`src/hw/rtl/e8ve_pkg.sv`:
```
// ----------------------------------------------------------------------------
// EAN-8 encoder package
// Status codes, segment constants, queue entry type and the L-code table.
// ----------------------------------------------------------------------------
`default_nettype none

package e8ve_pkg;

    typedef logic [1:0] t_status;

    localparam t_status ST_OK    = 2'd0;
    localparam t_status ST_LEN   = 2'd1;
    localparam t_status ST_CHAR  = 2'd2;
    localparam t_status ST_CHECK = 2'd3;

    localparam logic [3:0] CODE_LEN   = 4'd8;
    localparam logic [7:0] ASCII_ZERO = 8'h30;
    localparam logic [7:0] ASCII_NINE = 8'h39;

    // floor(x / 10) == (x * 205) >> 11 for x below 1029
    localparam logic [15:0] MOD10_RECIP = 16'd205;

    localparam logic [6:0] GUARD_EDGE   = 7'h05;
    localparam logic [6:0] GUARD_CENTER = 7'h0A;
    localparam logic [6:0] R_CODE_MASK  = 7'h7F;

    localparam logic [2:0] WIDTH_EDGE   = 3'd3;
    localparam logic [2:0] WIDTH_CENTER = 3'd5;
    localparam logic [2:0] WIDTH_DIGIT  = 3'd7;

    // segment sequence positions
    localparam logic [3:0] SEG_START  = 4'd0;
    localparam logic [3:0] SEG_CENTER = 4'd5;
    localparam logic [3:0] SEG_END    = 4'd10;

    typedef struct packed {
        t_status          status;
        logic [3:0]       check;
        logic [7:0][3:0]  digits;
    } t_entry;

    function automatic logic [6:0] l_code(input logic [3:0] digit);
        logic [6:0] code;
        unique case (digit)
            4'd0:    code = 7'h0D;
            4'd1:    code = 7'h19;
            4'd2:    code = 7'h13;
            4'd3:    code = 7'h3D;
            4'd4:    code = 7'h23;
            4'd5:    code = 7'h31;
            4'd6:    code = 7'h2F;
            4'd7:    code = 7'h3B;
            4'd8:    code = 7'h37;
            4'd9:    code = 7'h0B;
            default: code = 7'h00;
        endcase
        return code;
    endfunction

endpackage

`default_nettype wire

```
`src/hw/rtl/e8ve_if.sv`:
```
// ----------------------------------------------------------------------------
// EAN-8 encoder channels
// Valid/ready interfaces for the code request and the segment response.
// ----------------------------------------------------------------------------
`default_nettype none

interface e8ve_req_if;
    logic       valid;
    logic       ready;
    logic [3:0] code_length;
    logic [7:0] char_0;
    logic [7:0] char_1;
    logic [7:0] char_2;
    logic [7:0] char_3;
    logic [7:0] char_4;
    logic [7:0] char_5;
    logic [7:0] char_6;
    logic [7:0] char_7;

    modport source (
        output valid, code_length, char_0, char_1, char_2, char_3,
               char_4, char_5, char_6, char_7,
        input  ready
    );
    modport sink (
        input  valid, code_length, char_0, char_1, char_2, char_3,
               char_4, char_5, char_6, char_7,
        output ready
    );
endinterface

interface e8ve_rsp_if;
    logic       valid;
    logic       ready;
    logic [1:0] status;
    logic [6:0] segment_bits;
    logic [2:0] segment_width;
    logic [3:0] computed_check;
    logic       last;

    modport source (
        output valid, status, segment_bits, segment_width, computed_check, last,
        input  ready
    );
    modport sink (
        input  valid, status, segment_bits, segment_width, computed_check, last,
        output ready
    );
endinterface

`default_nettype wire

```
`src/hw/rtl/e8ve_front.sv`:
```
// ----------------------------------------------------------------------------
// EAN-8 encoder front end
// Registers a request, then classifies it and pushes one queue entry.
// ----------------------------------------------------------------------------
`default_nettype none

module e8ve_front (
    input  wire               i_clk,
    input  wire               i_rst_n,
    e8ve_req_if.sink          i_req,
    output logic              o_push_valid,
    input  wire               i_push_ready,
    output e8ve_pkg::t_entry  o_push_data
);

    logic [7:0][7:0] w_chars;
    logic [7:0][3:0] w_digits;
    logic            w_len_bad;
    logic            w_chr_bad;
    logic [5:0]      w_even;
    logic [4:0]      w_odd;
    logic [7:0]      w_sum;
    logic            w_accept;

    logic            r_s1_valid;
    logic            r_s1_len_bad;
    logic            r_s1_chr_bad;
    logic [7:0]      r_s1_sum;
    logic [7:0][3:0] r_s1_digits;

    logic [15:0]     w_prod;
    logic [4:0]      w_quot;
    logic [7:0]      w_rem;
    logic [3:0]      w_check;

    assign w_chars = {i_req.char_7, i_req.char_6, i_req.char_5, i_req.char_4,
                      i_req.char_3, i_req.char_2, i_req.char_1, i_req.char_0};

    always_comb begin
        w_chr_bad = 1'b0;
        for (int k = 0; k < 8; k++) begin
            w_digits[k] = w_chars[k][3:0];
            if (w_chars[k] < e8ve_pkg::ASCII_ZERO || w_chars[k] > e8ve_pkg::ASCII_NINE) begin
                w_chr_bad = 1'b1;
            end
        end
    end

    assign w_len_bad = (i_req.code_length != e8ve_pkg::CODE_LEN);
    assign w_even = 6'(w_digits[0]) + 6'(w_digits[2]) + 6'(w_digits[4]) + 6'(w_digits[6]);
    assign w_odd  = 5'(w_digits[1]) + 5'(w_digits[3]) + 5'(w_digits[5]);
    assign w_sum  = 8'({w_even, 1'b0}) + 8'(w_even) + 8'(w_odd);

    assign i_req.ready  = !r_s1_valid || i_push_ready;
    assign w_accept     = i_req.valid && i_req.ready;
    assign o_push_valid = r_s1_valid;

    always_ff @(posedge i_clk) begin
        if (!i_rst_n) begin
            r_s1_valid <= 1'b0;
        end else if (i_req.ready) begin
            r_s1_valid <= i_req.valid;
        end
    end

    always_ff @(posedge i_clk) begin
        if (w_accept) begin
            r_s1_len_bad <= w_len_bad;
            r_s1_chr_bad <= w_chr_bad;
            r_s1_sum     <= w_sum;
            r_s1_digits  <= w_digits;
        end
    end

    // sum mod 10 by reciprocal multiply, then the check digit
    assign w_prod  = 16'(r_s1_sum) * e8ve_pkg::MOD10_RECIP;
    assign w_quot  = w_prod[15:11];
    assign w_rem   = r_s1_sum - 8'({w_quot, 3'b000}) - 8'({w_quot, 1'b0});
    assign w_check = (w_rem[3:0] == 4'd0) ? 4'd0 : 4'(4'd10 - w_rem[3:0]);

    always_comb begin
        o_push_data.digits = r_s1_digits;
        priority if (r_s1_len_bad) begin
            o_push_data.status = e8ve_pkg::ST_LEN;
            o_push_data.check  = 4'd0;
        end else if (r_s1_chr_bad) begin
            o_push_data.status = e8ve_pkg::ST_CHAR;
            o_push_data.check  = 4'd0;
        end else if (w_check != r_s1_digits[7]) begin
            o_push_data.status = e8ve_pkg::ST_CHECK;
            o_push_data.check  = w_check;
        end else begin
            o_push_data.status = e8ve_pkg::ST_OK;
            o_push_data.check  = w_check;
        end
    end

endmodule

`default_nettype wire

```
`src/hw/rtl/e8ve_fifo.sv`:
```
// ----------------------------------------------------------------------------
// EAN-8 encoder queue
// Small show-ahead register queue between front end and back end.
// ----------------------------------------------------------------------------
`default_nettype none

module e8ve_fifo #(
    parameter int WIDTH = 8,
    parameter int DEPTH = 2
) (
    input  wire              i_clk,
    input  wire              i_rst_n,
    input  wire              i_push,
    input  wire  [WIDTH-1:0] i_push_data,
    output logic             o_push_ready,
    input  wire              i_pop,
    output logic             o_head_valid,
    output logic [WIDTH-1:0] o_head_data
);

    localparam int PW = $clog2(DEPTH);
    localparam int CW = $clog2(DEPTH + 1);
    localparam logic [PW-1:0] LAST_PTR = PW'(DEPTH - 1);

    logic [WIDTH-1:0] r_mem [DEPTH];
    logic [PW-1:0]    r_wr_ptr;
    logic [PW-1:0]    r_rd_ptr;
    logic [CW-1:0]    r_count;
    logic             w_push;
    logic             w_pop;

    assign o_push_ready = (r_count != CW'(DEPTH));
    assign o_head_valid = (r_count != '0);
    assign o_head_data  = r_mem[r_rd_ptr];
    assign w_push       = i_push && o_push_ready;
    assign w_pop        = i_pop && o_head_valid;

    always_ff @(posedge i_clk) begin
        if (!i_rst_n) begin
            r_wr_ptr <= '0;
            r_rd_ptr <= '0;
            r_count  <= '0;
        end else begin
            if (w_push) begin
                r_wr_ptr <= (r_wr_ptr == LAST_PTR) ? '0 : r_wr_ptr + 1'b1;
            end
            if (w_pop) begin
                r_rd_ptr <= (r_rd_ptr == LAST_PTR) ? '0 : r_rd_ptr + 1'b1;
            end
            if (w_push && !w_pop) begin
                r_count <= r_count + 1'b1;
            end else if (w_pop && !w_push) begin
                r_count <= r_count - 1'b1;
            end
        end
    end

    always_ff @(posedge i_clk) begin
        if (w_push) begin
            r_mem[r_wr_ptr] <= i_push_data;
        end
    end

endmodule

`default_nettype wire

```
`src/hw/rtl/e8ve_back.sv`:
```
// ----------------------------------------------------------------------------
// EAN-8 encoder back end
// Walks the queue head through its segments into the response register.
// ----------------------------------------------------------------------------
`default_nettype none

module e8ve_back (
    input  wire                    i_clk,
    input  wire                    i_rst_n,
    input  wire                    i_head_valid,
    input  wire e8ve_pkg::t_entry  i_head_data,
    output logic                   o_pop,
    e8ve_rsp_if.source             o_rsp
);

    logic [3:0] r_idx;
    logic [3:0] n_idx;
    logic       r_out_valid;
    logic [1:0] r_status;
    logic [6:0] r_bits;
    logic [2:0] r_width;
    logic [3:0] r_check;
    logic       r_last;

    logic       w_load;
    logic [6:0] n_bits;
    logic [2:0] n_width;
    logic       n_last;
    logic [2:0] w_left_sel;
    logic [2:0] w_right_sel;

    assign w_load      = i_head_valid && (!r_out_valid || o_rsp.ready);
    assign w_left_sel  = 3'(r_idx - 4'd1);
    assign w_right_sel = 3'(r_idx - 4'd2);

    always_comb begin
        n_bits  = 7'd0;
        n_width = 3'd0;
        n_last  = 1'b1;
        n_idx   = r_idx;
        if (i_head_data.status == e8ve_pkg::ST_OK) begin
            n_last = 1'b0;
            n_idx  = r_idx + 4'd1;
            priority if (r_idx == e8ve_pkg::SEG_START) begin
                n_bits  = e8ve_pkg::GUARD_EDGE;
                n_width = e8ve_pkg::WIDTH_EDGE;
            end else if (r_idx < e8ve_pkg::SEG_CENTER) begin
                n_bits  = e8ve_pkg::l_code(i_head_data.digits[w_left_sel]);
                n_width = e8ve_pkg::WIDTH_DIGIT;
            end else if (r_idx == e8ve_pkg::SEG_CENTER) begin
                n_bits  = e8ve_pkg::GUARD_CENTER;
                n_width = e8ve_pkg::WIDTH_CENTER;
            end else if (r_idx < e8ve_pkg::SEG_END) begin
                n_bits  = e8ve_pkg::l_code(i_head_data.digits[w_right_sel])
                          ^ e8ve_pkg::R_CODE_MASK;
                n_width = e8ve_pkg::WIDTH_DIGIT;
            end else begin
                n_bits  = e8ve_pkg::GUARD_EDGE;
                n_width = e8ve_pkg::WIDTH_EDGE;
                n_last  = 1'b1;
                n_idx   = e8ve_pkg::SEG_START;
            end
        end
    end

    assign o_pop = w_load && n_last;

    always_ff @(posedge i_clk) begin
        if (!i_rst_n) begin
            r_out_valid <= 1'b0;
            r_idx       <= e8ve_pkg::SEG_START;
        end else begin
            if (w_load) begin
                r_out_valid <= 1'b1;
                r_idx       <= n_idx;
            end else if (o_rsp.ready) begin
                r_out_valid <= 1'b0;
            end
        end
    end

    always_ff @(posedge i_clk) begin
        if (w_load) begin
            r_status <= i_head_data.status;
            r_bits   <= n_bits;
            r_width  <= n_width;
            r_check  <= i_head_data.check;
            r_last   <= n_last;
        end
    end

    assign o_rsp.valid          = r_out_valid;
    assign o_rsp.status         = r_status;
    assign o_rsp.segment_bits   = r_bits;
    assign o_rsp.segment_width  = r_width;
    assign o_rsp.computed_check = r_check;
    assign o_rsp.last           = r_last;

endmodule

`default_nettype wire

```
`src/hw/rtl/ean8_validate_and_encode_top.sv`:
```
// ----------------------------------------------------------------------------
// EAN-8 validate and encode, top level
// Checks an 8-character EAN-8 code and emits its bar segments.
// ----------------------------------------------------------------------------
//  channel  | dir | request contents                         | per code
//  ---------+-----+------------------------------------------+----------------
//  i_req    | in  | code_length, char_0 .. char_7            | 1
//  o_rsp    | out | status, segment_bits, segment_width,     | 11 ok, 1 error
//           |     | computed_check, last                     |
//
//  Valid code: 11 response segments (start, 4 L digits, center, 4 R digits,
//  end); a rejected code: 1 segment. The back-end segment sequencer emits them.
//  Request path to the first response: front register, queue, output register.
//  Reset: synchronous, active low; clears valids, queue pointers, counter.
//  Stalls: the queue lets the front end take requests while o_rsp is held, until it fills.
// ----------------------------------------------------------------------------
`default_nettype none

module ean8_validate_and_encode_top #(
    parameter int QUEUE_DEPTH = 2
) (
    input  wire         i_clk,
    input  wire         i_rst_n,
    e8ve_req_if.sink    i_req,
    e8ve_rsp_if.source  o_rsp
);

    // front end -> queue
    logic              w_push_valid;
    logic              w_push_ready;
    e8ve_pkg::t_entry  w_push_data;

    // queue -> back end
    logic              w_head_valid;
    e8ve_pkg::t_entry  w_head_data;
    logic              w_pop;

    // Front end: registers the request, validates length and characters,
    // computes the weighted sum and check digit.
    e8ve_front u_front (
        .i_clk        (i_clk),
        .i_rst_n      (i_rst_n),
        .i_req        (i_req),
        .o_push_valid (w_push_valid),
        .i_push_ready (w_push_ready),
        .o_push_data  (w_push_data)
    );

    // Classified codes wait here while the back end is busy.
    e8ve_fifo #(
        .WIDTH ($bits(e8ve_pkg::t_entry)),
        .DEPTH (QUEUE_DEPTH)
    ) u_fifo (
        .i_clk        (i_clk),
        .i_rst_n      (i_rst_n),
        .i_push       (w_push_valid),
        .i_push_data  (w_push_data),
        .o_push_ready (w_push_ready),
        .i_pop        (w_pop),
        .o_head_valid (w_head_valid),
        .o_head_data  (w_head_data)
    );

    // Back end: one segment per cycle from the queue head when o_rsp is not
    // stalled; the entry is popped with its final segment.
    e8ve_back u_back (
        .i_clk        (i_clk),
        .i_rst_n      (i_rst_n),
        .i_head_valid (w_head_valid),
        .i_head_data  (w_head_data),
        .o_pop        (w_pop),
        .o_rsp        (o_rsp)
    );

endmodule

`default_nettype wire

```
`src/flat_wrapper.sv`:
```
// flat-port wrapper written by rule: the top's interface ports become plain ports
module ean8_validate_and_encode_top_flat 
#(
    parameter int QUEUE_DEPTH = 2
)
  (i_clk, i_rst_n, i_req_valid, i_req_code_length, i_req_char_0, i_req_char_1, i_req_char_2, i_req_char_3, i_req_char_4, i_req_char_5, i_req_char_6, i_req_char_7, i_req_ready, o_rsp_valid, o_rsp_status, o_rsp_segment_bits, o_rsp_segment_width, o_rsp_computed_check, o_rsp_last, o_rsp_ready);
  e8ve_req_if i_req_i ();
  e8ve_rsp_if o_rsp_i ();
  input  wire i_clk;
  input  wire i_rst_n;
  input wire logic [$bits(i_req_i.valid)-1:0] i_req_valid;
  input wire logic [$bits(i_req_i.code_length)-1:0] i_req_code_length;
  input wire logic [$bits(i_req_i.char_0)-1:0] i_req_char_0;
  input wire logic [$bits(i_req_i.char_1)-1:0] i_req_char_1;
  input wire logic [$bits(i_req_i.char_2)-1:0] i_req_char_2;
  input wire logic [$bits(i_req_i.char_3)-1:0] i_req_char_3;
  input wire logic [$bits(i_req_i.char_4)-1:0] i_req_char_4;
  input wire logic [$bits(i_req_i.char_5)-1:0] i_req_char_5;
  input wire logic [$bits(i_req_i.char_6)-1:0] i_req_char_6;
  input wire logic [$bits(i_req_i.char_7)-1:0] i_req_char_7;
  output wire logic [$bits(i_req_i.ready)-1:0] i_req_ready;
  output wire logic [$bits(o_rsp_i.valid)-1:0] o_rsp_valid;
  output wire logic [$bits(o_rsp_i.status)-1:0] o_rsp_status;
  output wire logic [$bits(o_rsp_i.segment_bits)-1:0] o_rsp_segment_bits;
  output wire logic [$bits(o_rsp_i.segment_width)-1:0] o_rsp_segment_width;
  output wire logic [$bits(o_rsp_i.computed_check)-1:0] o_rsp_computed_check;
  output wire logic [$bits(o_rsp_i.last)-1:0] o_rsp_last;
  input wire logic [$bits(o_rsp_i.ready)-1:0] o_rsp_ready;
  assign i_req_i.valid = i_req_valid;
  assign i_req_i.code_length = i_req_code_length;
  assign i_req_i.char_0 = i_req_char_0;
  assign i_req_i.char_1 = i_req_char_1;
  assign i_req_i.char_2 = i_req_char_2;
  assign i_req_i.char_3 = i_req_char_3;
  assign i_req_i.char_4 = i_req_char_4;
  assign i_req_i.char_5 = i_req_char_5;
  assign i_req_i.char_6 = i_req_char_6;
  assign i_req_i.char_7 = i_req_char_7;
  assign i_req_ready = i_req_i.ready;
  assign o_rsp_valid = o_rsp_i.valid;
  assign o_rsp_status = o_rsp_i.status;
  assign o_rsp_segment_bits = o_rsp_i.segment_bits;
  assign o_rsp_segment_width = o_rsp_i.segment_width;
  assign o_rsp_computed_check = o_rsp_i.computed_check;
  assign o_rsp_last = o_rsp_i.last;
  assign o_rsp_i.ready = o_rsp_ready;
  ean8_validate_and_encode_top #(.QUEUE_DEPTH(QUEUE_DEPTH)) u_core (.i_clk(i_clk), .i_rst_n(i_rst_n), .i_req(i_req_i), .o_rsp(o_rsp_i));
endmodule
```
`config.mk`:
```
export PLATFORM = sky130hd
export DESIGN_NAME = ean8_validate_and_encode_top_flat
export DESIGN_NICKNAME = d
export VERILOG_FILES = /design/src/hw/rtl/e8ve_pkg.sv /design/src/hw/rtl/e8ve_if.sv /design/src/hw/rtl/e8ve_front.sv /design/src/hw/rtl/e8ve_fifo.sv /design/src/hw/rtl/e8ve_back.sv /design/src/hw/rtl/ean8_validate_and_encode_top.sv /design/src/flat_wrapper.sv
export SDC_FILE = /design/constraint.sdc
export NUM_CORES = 1
export LEC_CHECK = 0
export ABC_AREA = 1
export BUFFER_PORTS_ARGS = -buffer_cell sky130_fd_sc_hd__buf_2
export CAP_MARGIN = 20
export CORE_ASPECT_RATIO = 0.5
export CORE_UTILIZATION = 58
export CTS_CLUSTER_DIAMETER = 60
export CTS_CLUSTER_SIZE = 30
export DETAILED_ROUTE_END_ITERATION = 8
export GPL_ROUTABILITY_DRIVEN = 0
export PLACE_DENSITY = 0.77
export SLEW_MARGIN = 30
export SYNTH_ARGS = -nofsm -noshare
export SYNTH_HDL_FRONTEND = slang
export SYNTH_HIERARCHICAL = 1
export SYNTH_SLANG_ARGS = --single-unit
```
`constraint.sdc`:
```
create_clock -name i_clk -period 8.7 [get_ports i_clk]
set_clock_uncertainty 0.2 [all_clocks]
set_input_delay 0 -clock i_clk [delete_from_list [all_inputs] [get_ports i_clk]]
set_output_delay 0 -clock i_clk [all_outputs]
set_load 0.005 [all_outputs]
```
======== After elaboration in Yosys (flattened, before gate mapping) ========
Memory sizes are Yosys's and may differ from the RTL's. A register that Yosys moved wholly into a read port is not among the register bits.
Index checks and enable logic that the tools add are counted.
word-level totals
  memories kept ........................... 3
  flip-flop bits (word level) ............. 69
  memory bits (read-only) ................. 192
  memory bits (writable) .................. 76
  word-level logic and storage cells ...... 142
memory list
  memory               depth  width  read ports  clocked after memory_dff  wr ports  RTL line         text
  (name not given)     16     6      1           0                         0         e8ve_pkg.sv:44   unique case (digit)
  (name not given)     16     6      1           0                         0         e8ve_pkg.sv:44
  u_core.u_fifo.r_mem  2      38     1           1                         1         e8ve_fifo.sv:25  logic [WIDTH-1:0] r_mem [DEPTH];
cells by class
  $lt $le $gt $ge ......................... 20
  bitwise logic cells ..................... 2
  muxes and demuxes ....................... 41
  multipliers ............................. 1
  equality and inequality tests ........... 4
  reduce and logical (&&, ||, !) cells .... 30
  $add $sub $neg .......................... 17
operators by type and width
  operator                count
  $gt A8 B6 Y1 const B    8
  $lt A8 B6 Y1 const B    8
  $mux W7                 8
  $mux W4                 7
  $bmux W4 S3             2
  $mux W6                 3
  $mul A8 B8 Y14 const B  1
  $mux W1                 14
  $mux W3                 4
  $add A4 B4 Y5           2
  $logic_or A1 B1 Y1      10
  $add A7 B6 Y8           1
  $add A8 B5 Y8           1
  $logic_not A4 Y1        2
  $lt A3 B4 Y1 const B    2
  $sub A4 B4 Y4           2
  $logic_and A1 B1 Y1     7
  $not A7 Y7              1
  $reduce_or A7 Y1        1
  $add A5 B4 Y6           1
  $add A6 B4 Y6           1
  $mux W2                 3
  $reduce_bool A2 Y1      3
  $add A5 B4 Y5           1
  18 further kinds        22

======== Logic depth before layout (Yosys ltp) ========
An unclocked memory read counts as a cell.
  word-level depth ........................ 14
  depth in mapped cells ................... 34

======== By module ========
The synthesis kept the hierarchy.
modules (own cells, without submodules)
  module      area each (um^2)  cells each  times used
  e8ve_front  3674.8            365         1
  e8ve_fifo   3064.2            155         1
  e8ve_back   2058.2            318         1

======== Worst setup path after synthesis ========
No wires, ideal clock.
  kind .................................... reg-to-reg
  from .................................... reg u_core.u_front.r_s1_sum[1]
  to ...................................... mem u_core/u_fifo/r_mem[0][37] (netlist bit), data pin
  cell stages (with the launch flop) ...... 32
  buffers on the path ..................... 0
  setup slack ............................. 3.609 ns
  clock period less this slack ............ 5.091 ns
  required time ........................... 8.248 ns
  arrival ................................. 4.640 ns
  cells stage by stage .................... edfxtp_1 -> ha_1 -> fa_1 -> fa_1 -> inv_1 -> fa_1 -> inv_1 -> ha_1 -> a21oi_2 -> nor2_1 -> nor2_1 -> nand2_1 -> a21oi_1 -> xnor2_1 -> ha_1 -> nand3b_1 -> nand2_1 -> nand3_1 -> nand2_1 -> nand2_1 -> nand2_2 -> inv_2 -> nand2_4 -> nand3_4 -> nand2_2 -> nand2_1 -> nand2_1 -> nand2_1 -> nor2_2 -> nand3_1 -> nand2_1 -> inv_1
RTL lines
  item                    RTL line          text
  start, declared         e8ve_front.sv:28  logic [7:0] r_s1_sum;
  start signal, assigned  e8ve_front.sv:70  r_s1_sum <= w_sum;
  end, declared           e8ve_fifo.sv:25

==> impl_metrics.py <==
metrics = {
    "timing": {
        "post-route-min-period_ns": 5.63,
        "max_slew_margin_pct": 50.9,
        "fmax_mhz": 177,
        "tightest_slew_ns": 0.735,
        "hold_violations": 0,
        "final_max_slew_viol_count": 0,
        "finalSetupViolCount": 0,
        "fin_setup_tns_ns": 0,
        "min_period_over_period_pct": 64.8,
        "rsz0062_at_grt": "no",
    },
    "layout": {
        "fillers": 940,
        "layout_common_cells": "nand2_1 (172), edfxtp_1 (135), inv_1 (120)",
        "nets": 1150,
        "syn_to_final_growth_pct": 19.4,
        "final_common_cell": "nand2_1",
        "final_cells": 1189,
        "diodes": 0,
        "final_layout_size_suffix_gt1_share_pct": 20.4,
        "fin_util_pct": 71.8,
    },
    "die": {
        "dieHeight_um": 89.1,
        "rows": 31,
        "core_area_mm2": 0.0146,
        "dieArea_mm2": 0.0157,
        "die_w_um": 176,
        "io_pins": 91,
        "start_util_pct": 60.2,
    },
    "logic_synthesis": {
        "synth_ff_type": "edfxtp_1",
        "syn_area_mm2": 0.00880,
        "synth-async-reset-ratio_pct": 0,
        "synth-seq-area-share_pct": 48.6,
        "synth_area_leaders": "edfxtp_1 (46%), ha_1 (10%), nand2_1 (7.3%)",
        "avgSynthCellArea_um2": 10.5,
        "yosys.area.top_type": "edfxtp_1",
        "synth_edf_count": 135,
        "yosysTopAreaCellShare_pct": 46.1,
        "ys_warn_count": 6,
        "synth_fp_nets": 1010,
        "ys_seq_elements": 146,
        "synthCells": 838,
        "ys_types": 41,
    },
    "worst_hold_path": {
        "min_path_type": "in -> reg",
        "min_path_cells": 2,
        "hold_path_startpoint": "i_req_char_7[0]",
        "whs_endpoint": "u_core/u_front/o_push_data[28]",
    },
    "route": {
        "num_vias": 6436,
        "first_pass_iters": 5,
        "drc_errors": 0,
        "wl_um": 20100,
        "initialDrtViolationCount": 453,
        "ant_nets": 0,
        "post_drt_wl_per_cell_um": 16.9,
        "vias_per_cell": 5.41,
    },
    "setup_path": {
        "reg2reg_setup_slack_ns": 3.07,
        "cp_max_fo": 7,
        "cp-start-kind": "flip-flop",
        "reg2reg_to": "u_core/u_fifo/r_mem[1][37]",
        "slowest_delay_ns": 0.54,
        "worst_path_max_delay_cell": "fa_1",
        "criticalPathCategory": "reg -> reg",
        "worstReg2RegStart": "u_core/u_front/r_s1_sum[1]",
        "crit_path_end_kind": "flip-flop",
        "critPathRequiredTime_ns": 8.66,
        "crit_arrival_ns": 5.60,
        "crit_top_cell": "nand2_1",
        "reg2reg_depth": 31,
    },
    "clock_tree": {
        "ctsRootBufferMaster": "clkbuf_16",
        "clkSinkCount": 146,
        "cts_resized": 0,
        "clk_pin_slew_ns": 0.06,
        "h-tree-depth": 4,
        "clk_latency_ns": 0.42,
        "cts_buffers": 17,
        "cts_max_path_buffers": 2,
        "cts_tree": "built",
    },
    "global_routing": {
        "grt_max_degree": 45,
        "grt_pass1_wl_um": 30700,
        "grt-ovfl-total": 0,
        "antenna_found_initial": 0,
        "gr-usage-all-layers_pct": 26.6,
        "grt_pass1_vias": 6137,
    },
    "status": {
        "status": "complete, no violations",
    },
    "job": {
        "drv_cap": 0,
    },
    "place": {
        "hpwl_um": 13200,
        "dp.cells": 1117,
        "portBuffers": 90,
    },
}
## cell type report
cell class / instances / area [um2] / share of cell area (%)
Clock buffer: 25 / 562 / 5.35
Clock inverter: 7 / 53.8 / 0.512
Inverter: 131 / 494 / 4.71
Multi-Input combinational cell: 548 / 3940 / 37.6
Sequential cell: 146 / 4280 / 40.7
Tap cell: 198 / 248 / 2.36
Timing Repair Buffer: 134 / 921 / 8.77
## cell usage after synthesis (4+ instances only)
cell type / n
nand3b_1: 4
dfxtp_1: 11
edfxtp_1: 135
mux2_4: 20
xor2_1: 8
a21oi_1: 26
fa_1: 29
o21ai_1: 13
inv_2: 10
ha_1: 71
nand2_2: 11
nand3_1: 60
buf_6: 7
nand4_1: 4
mux2_2: 18
o21ai_0: 16
inv_1: 120
o211ai_1: 5
buf_2: 5
xnor2_1: 4
nor2_1: 58
nand2_1: 172
## repair_timing
item,4_1_cts,5_1_grt
hold buffers,40,0
buffers inserted,0,0
endpoints found under the hold margin,46,0
## how the worst max path moves through the flow
| stage | cells after the start | end | from | slack, ns |
|---|---|---|---|---|
| after global placement | 31 | u_core/u_fifo/r_mem[0][37] | u_core/u_front/r_s1_sum[1] | 3.44 |
| after detailed placement | 31 | u_core/u_fifo/r_mem[0][36] | u_core/u_front/r_s1_sum[1] | 3.24 |
| after CTS | 31 | u_core/u_fifo/r_mem[1][36] | u_core/u_front/r_s1_sum[1] | 3.23 |
| after global routing | 31 | u_core/u_fifo/r_mem[1][37] | u_core/u_front/r_s1_sum[1] | 2.74 |
| final | 31 | u_core/u_fifo/r_mem[1][37] | u_core/u_front/r_s1_sum[1] | 3.07 |
| after floorplan | 31 | u_core/u_fifo/r_mem[0][37] | u_core/u_front/r_s1_sum[1] | 3.61 |
## worst max-delay path: cells and delay by family, from the launching register on
kind / cells / cell delay (ns)
adders and majority gates: 6 / 2.46
and+or+nand+nor: 17 / 1.63
DFF: 1 / 0.46
AOI/OAI and AO/OA: 2 / 0.30
buffers and inverters: 5 / 0.24
xor gates and xnor gates: 1 / 0.09
## metrics by stage
step           instance area, um2  worst slack (ns)  hold slack (ns)
2_1_floorplan                8800              3.61           -0.101
3_3_place_gp                 9430              3.44          -0.0215
3_5_place_dp                 9480              3.24          -0.0195
4_1_cts                     10500              3.23           0.0942
5_1_grt                     10500              2.74            0.106
6_report                    10500              3.07           0.0901
## registers in the layout, indices dropped and copies added (netlist names), 2 cells and up, named ones only
signal                              flops
u_core/u_back/o_rsp.status              2
u_core/u_fifo/r_count                   2
u_core/u_back/o_rsp.segment_bits        7
u_core/u_front/o_push_data             32
u_core/u_fifo/r_mem                    76
u_core/u_back/r_idx                     4
u_core/u_back/o_rsp.segment_width       3
u_core/u_front/r_s1_sum                 8
u_core/u_back/o_rsp.computed_check      4
## layer usage
metal / vias up / track usage (%) / part of all wire (%)
met5: - / 0 / 0
met4: 0 / 13.8 / 3.2
met3: 56 / 5.27 / 6.4
met2: 282 / 46.2 / 49
met1: 3024 / 32.4 / 42
li1: 3074 / - / -
## cell families after synthesis
logic type | Yosys count | synth area share [%]
fa+ha+maj | 100 | 16.7
simple gates | 325 | 16.1
compound gates | 73 | 4.84
mux | 38 | 5.72
buf+inv | 144 | 6.88
flops | 146 | 48.6
xor+xnor | 12 | 1.19
Power is left out: the tool's default activity adds up to more than one toggle a clock period on the data nets, which glitch-free logic cannot reach.
